--- config.mk ---
export PLATFORM = sky130hd
export DESIGN_NAME = substring_search_engine_flat
export DESIGN_NICKNAME = d
export VERILOG_FILES = /design/src/rtl/sse_pkg.sv /design/src/rtl/sse_chan_if.sv /design/src/rtl/sse_byte_ram.sv /design/src/rtl/substring_search_engine.sv /design/src/flat_wrapper.sv
export SDC_FILE = /design/constraint.sdc
export NUM_CORES = 1
export LEC_CHECK = 0
export BUFFER_PORTS_ARGS = -buffer_cell sky130_fd_sc_hd__buf_2
export CORE_MARGIN = 2
export CORE_UTILIZATION = 50
export DETAILED_ROUTE_END_ITERATION = 7
export GPL_TIMING_DRIVEN = 1
export PLACE_DENSITY = 0.61
export SLEW_MARGIN = 10
export SYNTH_ARGS = -nofsm -noshare
export SYNTH_HDL_FRONTEND = slang
export SYNTH_HIERARCHICAL = 1
export SYNTH_SLANG_ARGS = --single-unit
--- constraint.sdc ---
create_clock -name clk -period 6.5 [get_ports clk]
set_input_delay 1.3 -clock clk [delete_from_list [all_inputs] [get_ports clk]]
set_output_delay 1.3 -clock clk [all_outputs]
set_load 0.01 [all_outputs]
--- src/rtl/sse_pkg.sv ---
// Shared types and codes for the substring search engine.
package sse_pkg;

	// Item modes
	typedef enum logic [1:0] {
		MODE_HAY_APPEND    = 2'd0,
		MODE_NEEDLE_APPEND = 2'd1,
		MODE_QUERY         = 2'd2,
		MODE_CLEAR         = 2'd3
	} mode_t;

	// Query kinds; codes 5 to 7 carry no meaning
	typedef enum logic [2:0] {
		QK_LEFTMOST  = 3'd0,
		QK_RIGHTMOST = 3'd1,
		QK_COUNT     = 3'd2,
		QK_PREFIX    = 3'd3,
		QK_SUFFIX    = 3'd4
	} query_kind_t;

	// Value reported for a leftmost or rightmost miss and for the unused query kinds
	localparam logic [7:0] MISS_VALUE = 8'hFF;

	typedef struct packed {
		mode_t       mode;
		logic [7:0]  data_byte;
		query_kind_t query_kind;
	} cmd_word_t;

	typedef struct packed {
		logic signed [7:0] result_value;
		logic              match_flag;
		logic              overflow_flag;
	} res_word_t;

	// Scan sequencer states
	typedef enum logic [1:0] {
		ST_IDLE,
		ST_CHECK,
		ST_COMPARE,
		ST_DONE
	} scan_state_t;

endpackage

--- src/rtl/sse_chan_if.sv ---
// Valid/ready channel carrying one word of a given type.
interface sse_chan_if #(
	parameter type word_t = logic
);
	logic  valid;
	logic  ready;
	word_t data;

	modport source (output valid, output data, input ready);
	modport sink (input valid, input data, output ready);
endinterface

--- src/rtl/sse_byte_ram.sv ---
// Byte-wide synchronous RAM, one write port and one registered read port.
module sse_byte_ram #(
	parameter int unsigned DEPTH = 64,
	localparam int unsigned AW = (DEPTH > 1) ? $clog2(DEPTH) : 1
) (
	input  logic          clk,
	input  logic          wr_en,
	input  logic [AW-1:0] wr_addr,
	input  logic [7:0]    wr_data,
	input  logic          rd_en,
	input  logic [AW-1:0] rd_addr,
	output logic [7:0]    rd_data
);

	logic [7:0] mem [DEPTH];

	// write port
	always_ff @(posedge clk) begin
		if (wr_en) begin
			mem[wr_addr] <= wr_data;
		end
	end

	// registered read port
	always_ff @(posedge clk) begin
		if (rd_en) begin
			rd_data <= mem[rd_addr];
		end
	end

endmodule

--- src/rtl/substring_search_engine.sv ---
// Substring search engine top level: byte stores, scan sequencer and result register.
//
//  channel | dir | word       | contents
//  cmd     | in  | cmd_word_t | mode, data_byte, query_kind
//  res     | out | res_word_t | result_value, match_flag, overflow_flag (queries only)
//
// Appends and clears are taken in the idle state. A query starts from idle, then for
// each haystack position tried reads and compares each needle byte in turn (a RAM
// read in CHECK, a compare in COMPARE), plus a closing check when the whole needle
// matched there, then hands the word to the result register in DONE. The pace is set
// by the single read port of each byte RAM. Reset clears lengths, overflow and control;
// the RAMs need no clearing. cmd stalls during a query scan and while its word waits
// for the result register; res holding a word does not stall appends.
module substring_search_engine
	import sse_pkg::*;
#(
	parameter int unsigned STRING_CAPACITY = 64
) (
	input  logic           clk,
	input  logic           arst_n,
	sse_chan_if.sink       cmd,
	sse_chan_if.source     res
);

	localparam int unsigned LW = $clog2(STRING_CAPACITY + 1);
	localparam int unsigned AW = (STRING_CAPACITY > 1) ? $clog2(STRING_CAPACITY) : 1;

	scan_state_t state_q, state_d;

	logic [LW-1:0] hlen_q, nlen_q;
	logic          ovf_q;
	query_kind_t   kind_q, kind_d;
	logic [LW:0]   pos_q, pos_d;
	logic [LW-1:0] k_q, k_d;
	logic [LW:0]   best_q, best_d;
	logic          found_q, found_d;
	logic [LW-1:0] seen_q, seen_d;
	logic [7:0]    val_q, val_d;
	logic          flag_q, flag_d;
	logic          load_out;

	logic          res_valid_q;
	res_word_t     res_word_q;

	logic          cmd_acc;
	logic          hay_wr, ndl_wr;
	logic          rd_en;
	logic [AW-1:0] hay_rd_addr;
	logic [7:0]    hay_rd_data, ndl_rd_data;
	logic [LW:0]   last_w;
	logic          fits_w;
	logic [LW:0]   step_w;
	logic [LW:0]   pos_next_w;
	logic          finish;

	assign cmd_acc   = cmd.valid && cmd.ready;
	assign cmd.ready = (state_q == ST_IDLE);

	// last start position at which the needle still fits
	assign fits_w = (nlen_q <= hlen_q);
	assign last_w = {1'b0, hlen_q} - {1'b0, nlen_q};

	// byte RAMs
	assign hay_wr = cmd_acc && (cmd.data.mode == MODE_HAY_APPEND)
		&& (hlen_q < LW'(STRING_CAPACITY));
	assign ndl_wr = cmd_acc && (cmd.data.mode == MODE_NEEDLE_APPEND)
		&& (nlen_q < LW'(STRING_CAPACITY));

	assign rd_en       = (state_q == ST_CHECK) && (k_q != nlen_q);
	assign hay_rd_addr = AW'(pos_q + (LW + 1)'(k_q));

	sse_byte_ram #(.DEPTH(STRING_CAPACITY)) u_hay_ram (
		.clk     (clk),
		.wr_en   (hay_wr),
		.wr_addr (hlen_q[AW-1:0]),
		.wr_data (cmd.data.data_byte),
		.rd_en   (rd_en),
		.rd_addr (hay_rd_addr),
		.rd_data (hay_rd_data)
	);

	sse_byte_ram #(.DEPTH(STRING_CAPACITY)) u_ndl_ram (
		.clk     (clk),
		.wr_en   (ndl_wr),
		.wr_addr (nlen_q[AW-1:0]),
		.wr_data (cmd.data.data_byte),
		.rd_en   (rd_en),
		.rd_addr (k_q[AW-1:0]),
		.rd_data (ndl_rd_data)
	);

	// lengths and sticky overflow
	always_ff @(posedge clk or negedge arst_n) begin
		if (!arst_n) begin
			hlen_q <= '0;
			nlen_q <= '0;
			ovf_q  <= 1'b0;
		end else if (cmd_acc) begin
			unique case (cmd.data.mode)
				MODE_HAY_APPEND: begin
					if (hay_wr) hlen_q <= hlen_q + LW'(1);
					else ovf_q <= 1'b1;
				end
				MODE_NEEDLE_APPEND: begin
					if (ndl_wr) nlen_q <= nlen_q + LW'(1);
					else ovf_q <= 1'b1;
				end
				MODE_CLEAR: begin
					hlen_q <= '0;
					nlen_q <= '0;
					ovf_q  <= 1'b0;
				end
				MODE_QUERY: ;
				default: ;
			endcase
		end
	end

	// next start position: a counted match skips the whole needle
	assign step_w = ((state_q == ST_CHECK) && (kind_q == QK_COUNT))
		? (LW + 1)'(nlen_q) : (LW + 1)'(1);
	assign pos_next_w = pos_q + step_w;

	// scan sequencer
	always_comb begin
		state_d  = state_q;
		kind_d   = kind_q;
		pos_d    = pos_q;
		k_d      = k_q;
		best_d   = best_q;
		found_d  = found_q;
		seen_d   = seen_q;
		val_d    = val_q;
		flag_d   = flag_q;
		load_out = 1'b0;
		finish   = 1'b0;

		unique case (state_q)
			ST_IDLE: begin
				if (cmd_acc && (cmd.data.mode == MODE_QUERY)) begin
					kind_d  = cmd.data.query_kind;
					pos_d   = (cmd.data.query_kind == QK_SUFFIX) ? last_w : '0;
					k_d     = '0;
					found_d = 1'b0;
					seen_d  = '0;
					val_d   = MISS_VALUE;
					flag_d  = 1'b0;
					state_d = ST_DONE;
					unique case (cmd.data.query_kind)
						QK_LEFTMOST, QK_RIGHTMOST: begin
							if (fits_w) state_d = ST_CHECK;
						end
						QK_COUNT: begin
							if (nlen_q == '0) begin
								val_d  = 8'(hlen_q) + 8'd1;
								flag_d = 1'b1;
							end else if (fits_w) begin
								state_d = ST_CHECK;
							end else begin
								val_d = 8'd0;
							end
						end
						QK_PREFIX, QK_SUFFIX: begin
							val_d = 8'd0;
							if (fits_w) state_d = ST_CHECK;
						end
						default: ;
					endcase
				end
			end

			ST_CHECK: begin
				if (k_q == nlen_q) begin
					// whole needle matched at pos_q
					unique case (kind_q)
						QK_LEFTMOST: begin
							val_d   = 8'(pos_q);
							flag_d  = 1'b1;
							state_d = ST_DONE;
						end
						QK_PREFIX, QK_SUFFIX: begin
							flag_d  = 1'b1;
							state_d = ST_DONE;
						end
						QK_RIGHTMOST: begin
							best_d  = pos_q;
							found_d = 1'b1;
							finish  = 1'b1;
						end
						QK_COUNT: begin
							seen_d = seen_q + LW'(1);
							finish = 1'b1;
						end
						default: state_d = ST_DONE;
					endcase
				end else begin
					state_d = ST_COMPARE;
				end
			end

			ST_COMPARE: begin
				if (hay_rd_data == ndl_rd_data) begin
					k_d     = k_q + LW'(1);
					state_d = ST_CHECK;
				end else if ((kind_q == QK_PREFIX) || (kind_q == QK_SUFFIX)) begin
					state_d = ST_DONE;
				end else begin
					finish = 1'b1;
				end
			end

			ST_DONE: begin
				if (!res_valid_q || res.ready) begin
					load_out = 1'b1;
					state_d  = ST_IDLE;
				end
			end

			default: state_d = ST_IDLE;
		endcase

		// move to the next start position or close the scan
		if (finish) begin
			k_d = '0;
			if (pos_next_w <= last_w) begin
				pos_d   = pos_next_w;
				state_d = ST_CHECK;
			end else begin
				state_d = ST_DONE;
				if (kind_q == QK_RIGHTMOST) begin
					val_d  = found_d ? 8'(best_d) : MISS_VALUE;
					flag_d = found_d;
				end else if (kind_q == QK_COUNT) begin
					val_d  = 8'(seen_d);
					flag_d = (seen_d != '0);
				end else begin
					val_d  = MISS_VALUE;
					flag_d = 1'b0;
				end
			end
		end
	end

	// sequencer registers
	always_ff @(posedge clk or negedge arst_n) begin
		if (!arst_n) begin
			state_q <= ST_IDLE;
		end else begin
			state_q <= state_d;
		end
	end

	always_ff @(posedge clk) begin
		kind_q  <= kind_d;
		pos_q   <= pos_d;
		k_q     <= k_d;
		best_q  <= best_d;
		found_q <= found_d;
		seen_q  <= seen_d;
		val_q   <= val_d;
		flag_q  <= flag_d;
	end

	// result register
	always_ff @(posedge clk or negedge arst_n) begin
		if (!arst_n) begin
			res_valid_q <= 1'b0;
		end else if (load_out) begin
			res_valid_q <= 1'b1;
		end else if (res.ready) begin
			res_valid_q <= 1'b0;
		end
	end

	always_ff @(posedge clk) begin
		if (load_out) begin
			res_word_q.result_value  <= $signed(val_q);
			res_word_q.match_flag    <= flag_q;
			res_word_q.overflow_flag <= ovf_q;
		end
	end

	assign res.valid = res_valid_q;
	assign res.data  = res_word_q;

	// checks
	a_len_bound: assert property (@(posedge clk) disable iff (!arst_n)
		(hlen_q <= LW'(STRING_CAPACITY)) && (nlen_q <= LW'(STRING_CAPACITY)))
		else $error("string length beyond capacity");

	a_cmp_after_read: assert property (@(posedge clk) disable iff (!arst_n)
		(state_q == ST_COMPARE) |-> $past(rd_en))
		else $error("compare without a RAM read in the cycle before");

	a_scan_in_range: assert property (@(posedge clk) disable iff (!arst_n)
		((state_q == ST_CHECK) || (state_q == ST_COMPARE)) |-> (fits_w && (pos_q <= last_w)))
		else $error("scan position past last start");

	a_no_overwrite: assert property (@(posedge clk) disable iff (!arst_n)
		load_out |-> (!res_valid_q || res.ready))
		else $error("result word overwritten before taken");

endmodule

--- src/flat_wrapper.sv ---
// flat-port wrapper written by rule: the top's interface ports become plain ports
module substring_search_engine_flat import sse_pkg::*;
#(
	parameter int unsigned STRING_CAPACITY = 64
)
  (clk, arst_n, cmd_valid, cmd_data, cmd_ready, res_valid, res_data, res_ready);
  sse_chan_if #(.word_t(cmd_word_t)) cmd_i ();
  sse_chan_if #(.word_t(res_word_t)) res_i ();
  input  logic clk;
  input  logic arst_n;
  input wire logic [$bits(cmd_i.valid)-1:0] cmd_valid;
  input wire logic [$bits(cmd_i.data)-1:0] cmd_data;
  output wire logic [$bits(cmd_i.ready)-1:0] cmd_ready;
  output wire logic [$bits(res_i.valid)-1:0] res_valid;
  output wire logic [$bits(res_i.data)-1:0] res_data;
  input wire logic [$bits(res_i.ready)-1:0] res_ready;
  assign cmd_i.valid = cmd_valid;
  assign cmd_i.data = cmd_data;
  assign cmd_ready = cmd_i.ready;
  assign res_valid = res_i.valid;
  assign res_data = res_i.data;
  assign res_i.ready = res_ready;
  substring_search_engine #(.STRING_CAPACITY(STRING_CAPACITY)) u_core (.clk(clk), .arst_n(arst_n), .cmd(cmd_i), .res(res_i));
endmodule
### Word level (Yosys, flattened, before mapping)

Memory sizes are Yosys's and may differ from the RTL's. A register that Yosys moved wholly into a read port is not among the register bits.
Index checks and enable logic that the tools add are counted.

* RAM bits: 1024
* register bits: 71
* latch bits: 0
* output and inout bits: 12
* memories kept: 2
* word-level logic and storage cells: 163
* memory bits (read-only): 0

* add/sub/neg operators: 8
* multiplexer cells: 74
* divide/modulo/power cells: 0
* shift operators: 0
* reduce and logical (&&, ||, !) cells: 32
* $lt $le $gt $ge: 4
* $mul: 0
* eq/ne operators: 27
* bitwise gates (word level): 0

Memory list
* u_core.u_hay_ram.mem: words 64, width 8, rd ports 1, clocked after memory_dff 1, write ports 1, line sse_byte_ram.sv:15 `logic [7:0] mem [DEPTH];`
* u_core.u_ndl_ram.mem: words 64, width 8, rd ports 1, clocked after memory_dff 1, write ports 1, line sse_byte_ram.sv:15

Operators by type and width (count)
* $mux W8: 18
* $mux W7: 8
* $pmux W7 S2: 4
* $pmux W8 S2: 2
* $add A7 B1 Y7 const B: 4
* $mux W1: 26
* $mux W2: 10
* $lt A7 B7 Y1 const B: 2
* $eq A3 B2 Y1 const B: 4
* $reduce_and A3 Y1: 3
* $add A7 B1 Y8 const B: 1
* $add A8 B7 Y8: 1
* $eq A2 B2 Y1 const B: 4
* $eq A8 B8 Y1: 1
* $le A8 B8 Y1: 1
* $logic_and A1 B1 Y1: 8
* $pmux W2 S4: 1
* $reduce_and A4 Y1: 2
* $reduce_bool A2 Y1: 4
* $sub A7 B7 Y8: 1
* $eq A7 B7 Y1: 1
* $le A7 B7 Y1: 1
* $logic_not A7 Y1: 1
* $ne A7 B7 Y1: 1
* other kinds (23): 36

### Logic depth before layout (Yosys ltp)

* depth in word-level cells: 10
* depth in mapped cells: 20
* gate-level depth less buffers: 18

### By module

The synthesis kept the hierarchy.

By module, submodules not included
* sse_byte_ram: area each 20246.9 µm², times used 2, cells each 940
* substring_search_engine: area each 4873.4 µm², times used 1, cells each 536

### Worst setup path after synthesis

Ideal clock, no wire load.

* path kind: flip-flop to flip-flop
* start: reg u_core.state_q[1]
* end: reg u_core.pos_q[1]
* arrival: 4407 ps
* buffers on the path: 3
* stages on the path, launching flop included: 21
* setup slack: 1972 ps
* library setup time: 121 ps
* cell sequence: dfrtp_1 > inv_1 > ha_1 > clkbuf_1 > buf_1 > buf_1 > nand3_1 > ha_1 > fa_1 > a21o_1 > a21oi_1 > o21bai_1 > a21oi_1 > xnor2_1 > ha_1 > a21o_1 > a21o_1 > o21ai_0 > a21oi_2 > nor2_4 > mux2_2

* cells in the longest elaborated chain, start to end: 7

RTL lines
* start, declared: line substring_search_engine.sv:28 `scan_state_t state_q, state_d;`
* start signal, assigned: line substring_search_engine.sv:249 `state_q <= state_d;`
* $eq A2 B1 Y1 / $logic_not A2 Y1 (equally long branches): line substring_search_engine.sv:120, substring_search_engine.sv:138, substring_search_engine.sv:57
* $logic_and A1 B1 Y1, on equally long branches: line substring_search_engine.sv:120, substring_search_engine.sv:56
* $mux W7 / $logic_and A1 B1 Y1 (equally long branches): line substring_search_engine.sv:121, substring_search_engine.sv:140
* $add A8 B7 Y8 / $mux W8 (equally long branches): line substring_search_engine.sv:122, substring_search_engine.sv:140
* $le A8 B8 Y1 / $mux W8 (equally long branches): line substring_search_engine.sv:225, substring_search_engine.sv:138
* $mux W8: line substring_search_engine.sv:225 `if (pos_next_w <= last_w) begin`
* $mux W8 *: line substring_search_engine.sv:223 `if (finish) begin`
* via u_core.pos_d[1]: line substring_search_engine.sv:33 `logic [LW:0] pos_q, pos_d;`
* end signal, assigned: line substring_search_engine.sv:255 `pos_q <= pos_d;`
* end, declared: line substring_search_engine.sv:33

Mark *: on every way through the listed nets, which the timed path passes. The rest lies on a longest branch.
A chain may end at the register's enable or synchronous reset.

### Worst setup path after layout

* start: reg u_core.kind_q[1]
* end: reg u_core.pos_q[1]

* cells in the longest elaborated chain, start to end: 7

RTL lines
* start, declared: line substring_search_engine.sv:32 `query_kind_t kind_q, kind_d;`
* start signal, assigned: line substring_search_engine.sv:254 `kind_q <= kind_d;`
* $eq A3 B2 Y1: line substring_search_engine.sv:120, substring_search_engine.sv:175
* $logic_and A1 B1 Y1: line substring_search_engine.sv:120 `assign step_w = ((state_q == ST_CHECK) && (kind_q == QK_COUNT))`
* $mux W7: line substring_search_engine.sv:121 `? (LW + 1)'(nlen_q) : (LW + 1)'(1);`
* $add A8 B7 Y8: line substring_search_engine.sv:122 `assign pos_next_w = pos_q + step_w;`
* $le A8 B8 Y1: line substring_search_engine.sv:225
* $mux W8: line substring_search_engine.sv:225
* $mux W8 *: line substring_search_engine.sv:223
* via u_core.pos_d[1]: line substring_search_engine.sv:33

Marks and branches as above.

==> impl_metrics.xml <==
<?xml version="1.0" encoding="UTF-8"?>
<metrics>
  <group name="cts">
    <metric name="insertion_delay" unit="ns">0.68</metric>
    <metric name="post_cts.resized_instances" unit="">0</metric>
    <metric name="cts_sinks" unit="">1111</metric>
    <metric name="postCtsSetupBuffers" unit="">0</metric>
    <metric name="cts-buffers-inserted" unit="">109</metric>
    <metric name="cts.hold.buffers_added" unit="">0</metric>
    <metric name="tritoncts" unit="">done</metric>
    <metric name="clkSlewWorstSetupHoldPaths" unit="ns">0.06</metric>
    <metric name="cts-root-buf" unit="">clkbuf_16</metric>
    <metric name="cts_max_path_buffers" unit="">3</metric>
    <metric name="cts.htree.levels" unit="">3</metric>
  </group>
  <group name="routing">
    <metric name="dr_total_vias" unit="">23000</metric>
    <metric name="post-route-drc-count" unit="">0</metric>
    <metric name="drt-wirelength-per-cell" unit="µm">27.8</metric>
    <metric name="first_pass_iters" unit="">5</metric>
    <metric name="drt-vias-per-instance" unit="">6.13</metric>
    <metric name="initialDrtViolationCount" unit="">2091</metric>
    <metric name="antenna_left" unit="">0</metric>
    <metric name="route.final.wire_length" unit="µm">104000</metric>
  </group>
  <group name="timing">
    <metric name="fin_crit" unit="ns">4.58</metric>
    <metric name="fmax" unit="GHz">0.218</metric>
    <metric name="rsz0062_at_grt" unit="">false</metric>
    <metric name="fin_max_slew_vios" unit="">0</metric>
    <metric name="setup_tns" unit="ns">0</metric>
    <metric name="largest_clock_skew_in_the_final_design" unit="ns">0.0257</metric>
    <metric name="finalCritPeriodShare" unit="%">70.5</metric>
    <metric name="worst_slew_margin_rel" unit="%">18.4</metric>
    <metric name="report.final.hold_viol_count" unit="">0</metric>
    <metric name="worst-slew-pin-transition" unit="ns">1.21</metric>
    <metric name="setup_viol" unit="">0</metric>
  </group>
  <group name="power_and_ir_drop">
    <metric name="power-per-cell-area" unit="mW/mm²">416</metric>
    <metric name="ir_worst_vdd" unit="µV">329</metric>
    <metric name="p_leak" unit="µW">0.0156</metric>
    <metric name="p_total" unit="µW">20800</metric>
  </group>
  <group name="logic_synthesis">
    <metric name="synth_area_leaders" unit="">edfxtp_1, mux4_2, dfxtp_1</metric>
    <metric name="yosysWarnings" unit="">6</metric>
    <metric name="number_of_distinct_standard_cells_referenced_by_the_synthesized_netlist" unit="">81</metric>
    <metric name="synth_largest_area_cell" unit="">edfxtp_1</metric>
    <metric name="synth.cell_area" unit="mm²">0.0454</metric>
    <metric name="ys_async_sr_fraction" unit="%">1.62</metric>
    <metric name="postSynthCellCount" unit="">2416</metric>
    <metric name="synth_edf_count" unit="">1053</metric>
    <metric name="yosys_most_used_dff" unit="">edfxtp_1</metric>
    <metric name="synth_largest_type_area_fraction" unit="%">69.7</metric>
    <metric name="synth_seq_cells" unit="">1111</metric>
    <metric name="post_synth.cell_area_avg" unit="µm²">18.8</metric>
    <metric name="synthesis.nets" unit="">2472</metric>
    <metric name="synth-seq-area-share" unit="%">72.5</metric>
  </group>
  <group name="cells_and_area">
    <metric name="area_delta_synth_final" unit="%">10.3</metric>
    <metric name="n_fill_cell" unit="">6885</metric>
    <metric name="fin_util" unit="%">55.6</metric>
    <metric name="post_route_cells_drive_above_1_share" unit="%">20.9</metric>
    <metric name="layout.nets" unit="">2533</metric>
  </group>
  <group name="hold_path">
    <metric name="hold_path_end" unit="">u_core/res.data[7]</metric>
    <metric name="hold_start" unit="">u_core/val_q[5]</metric>
    <metric name="worstHoldPathType" unit="">reg2reg</metric>
    <metric name="hold-path-cell-count" unit="">0</metric>
  </group>
  <group name="floorplan">
    <metric name="dieHeight" unit="µm">305</metric>
    <metric name="fp.dieArea" unit="mm²">0.0932</metric>
    <metric name="placementRows" unit="">110</metric>
    <metric name="num_io_pins" unit="">29</metric>
    <metric name="die_width" unit="µm">305</metric>
    <metric name="fp.coreArea" unit="mm²">0.0900</metric>
    <metric name="initial_util" unit="%">50.4</metric>
  </group>
  <group name="setup_path">
    <metric name="critical_path.slowest_cell" unit="">nor3b_1</metric>
    <metric name="worstSetupEndpointType" unit="">flip-flop</metric>
    <metric name="required" unit="ns">7.05</metric>
    <metric name="cp-start-kind" unit="">flip-flop</metric>
    <metric name="worstSetupPathType" unit="">reg2reg</metric>
    <metric name="r2r_path_end" unit="">u_core/pos_q[1]</metric>
    <metric name="worst_r2r_path_depth" unit="">16</metric>
    <metric name="timing.critical_path.cells" unit="">nor3b_1 -&gt; nand3_1 -&gt; ha_1 -&gt; fa_1 -&gt; a21o_1 -&gt; a21oi_1 -&gt; o21bai_1 -&gt; a21oi_1 -&gt; xnor2_1 -&gt; ha_1 -&gt; a21o_1 -&gt; a21o_1 -&gt; o21ai_0 -&gt; a21oi_2 -&gt; nor2_4 -&gt; mux2_2</metric>
    <metric name="cell_with_the_most_instances_on_the_worst_path" unit="">a21o_1</metric>
    <metric name="cp_max_fo" unit="">8</metric>
    <metric name="reg2reg_slack" unit="ns">1.92</metric>
    <metric name="slowest_delay" unit="ns">0.73</metric>
    <metric name="critPathArrivalTime" unit="ns">5.13</metric>
    <metric name="timing.rr.start" unit="">u_core/kind_q[1]</metric>
  </group>
  <group name="grt">
    <metric name="grt_pass1_vias" unit="">23700</metric>
    <metric name="globalRouteTotalUtil" unit="%">22.6</metric>
    <metric name="first_pass_grt_wire_length" unit="µm">157000</metric>
    <metric name="grt.overflow.total" unit="">0</metric>
    <metric name="grt_start_max_net_pins" unit="">83</metric>
    <metric name="antenna_found_initial" unit="">0</metric>
  </group>
  <group name="place">
    <metric name="dp_hpwl" unit="µm">64800</metric>
    <metric name="gp_routability_congestion" unit="">0.861</metric>
    <metric name="count_of_buffers_inserted_at_the_top_level_ports" unit="">28</metric>
  </group>
  <group name="run">
    <metric name="max_cap_viol_count" unit="">0</metric>
  </group>
  <group name="outcome">
    <metric name="status" unit="">finished clean</metric>
  </group>
</metrics>
## per-stage QoR
stage	hold WS [ns]	cells	worst slack, ns	area [µm²]
detailed placement	0.454	3542	1.93	46700
floorplan	0.424	2416	1.97	45400
global route	0.481	3745	1.55	50000
global placement	0.453	3542	1.95	46700
CTS	0.468	3745	1.92	50000
finish	0.465	3746	1.92	50000
## registers in the layout, summed over array words and instances (netlist names), 8 cells and up
name                      cells
u_core/u_hay_ram/mem        512
u_core/u_ndl_ram/mem        512
u_core/res.data              10
u_core/best_q                 8
u_core/pos_q                  8
u_core/u_hay_ram/rd_data      8
u_core/u_ndl_ram/rd_data      8
u_core/val_q                  8
## cells in the final DEF, fill, tap and decap left out, types with 36 or more instances in the layout
cell type,instances
mux2i_1,56
o21ai_0,38
nor2_1,207
mux4_2,252
edfxtp_1,1053
clkbuf_16,112
nand2_1,77
dfxtp_1,36
mux2_2,44
inv_1,37
buf_4,40
nand3_1,38
## worst max-delay path by stage
stage                                 start         endpoint  slack, ns  depth (start not counted)
final                      u_core/kind_q[1]  u_core/pos_q[1]       1.92                         16
after global routing       u_core/kind_q[1]  u_core/pos_q[2]       1.55                         16
after CTS                  u_core/kind_q[1]  u_core/pos_q[2]       1.92                         16
after detailed placement   u_core/kind_q[1]  u_core/pos_q[3]       1.93                         16
after global placement     u_core/kind_q[1]  u_core/pos_q[1]       1.95                         16
after floorplan           u_core/state_q[1]  u_core/pos_q[1]       1.97                         20
## worst max-delay path: cells and delay by family, from the launching register on
kind | cells | cell delay, ns
AO/OA/AOI/OAI | 8 | 1.36
AND/OR/NAND/NOR | 3 | 1.11
adder cells (fa/ha/maj) | 3 | 0.97
flip-flops | 1 | 0.48
multiplexers | 1 | 0.36
XOR/XNOR | 1 | 0.17
## synth_stat cells (26+ instances only)
master and count:
a21oi_1 26, buf_4 27, clkbuf_1 42, dfxtp_1 40, edfxtp_1 1053, ha_1 36, inv_1 38, mux2_2 44
mux2i_1 56, mux4_2 252, nand2_1 77, nand3_1 38, nor2_1 207, nor2b_1 34, nor3_1 30, o21ai_0 38
xnor2_1 30
## final cells by class
type                       count  area [µm²]  area share, %
clock inverter                54         375          0.750
inverter                      38         145          0.290
sequential                  1111       32900           65.7
tap                         1176        1470           2.94
clock buffer                 149        2960           5.92
antenna                        1        2.50        0.00500
timing repair buffer          64         480          0.960
multi-input combinational   1153       11700           23.4
## per-layer routing
metal  share of wire (%)  track usage, %
met5                   0               0
met4                 2.8            6.55
met3                 5.5            3.62
met2                  50            37.9
met1                  42            31.0
## power breakdown
| group | internal [µW] | switching, µW |
|---|---|---|
| clock network | 3340 | 2570 |
| logic | 2950 | 3500 |
| registers | 8090 | 364 |
| total | 14400 | 6430 |
## cell families (layout without fill, tap and decap cells)
group | after synthesis | after routing | synth area share [%]
flops | 1111 | 1111 | 72.5
mux | 355 | 355 | 14.9
simple gates | 474 | 474 | 4.96
compound gates | 243 | 243 | 3.88
xor+xnor | 42 | 42 | 0.811
fa+ha+maj | 39 | 39 | 1.13
buf+inv | 152 | 305 | 1.84
other cells | 0 | 1 | 0
(Power assumes the default switching activity.)
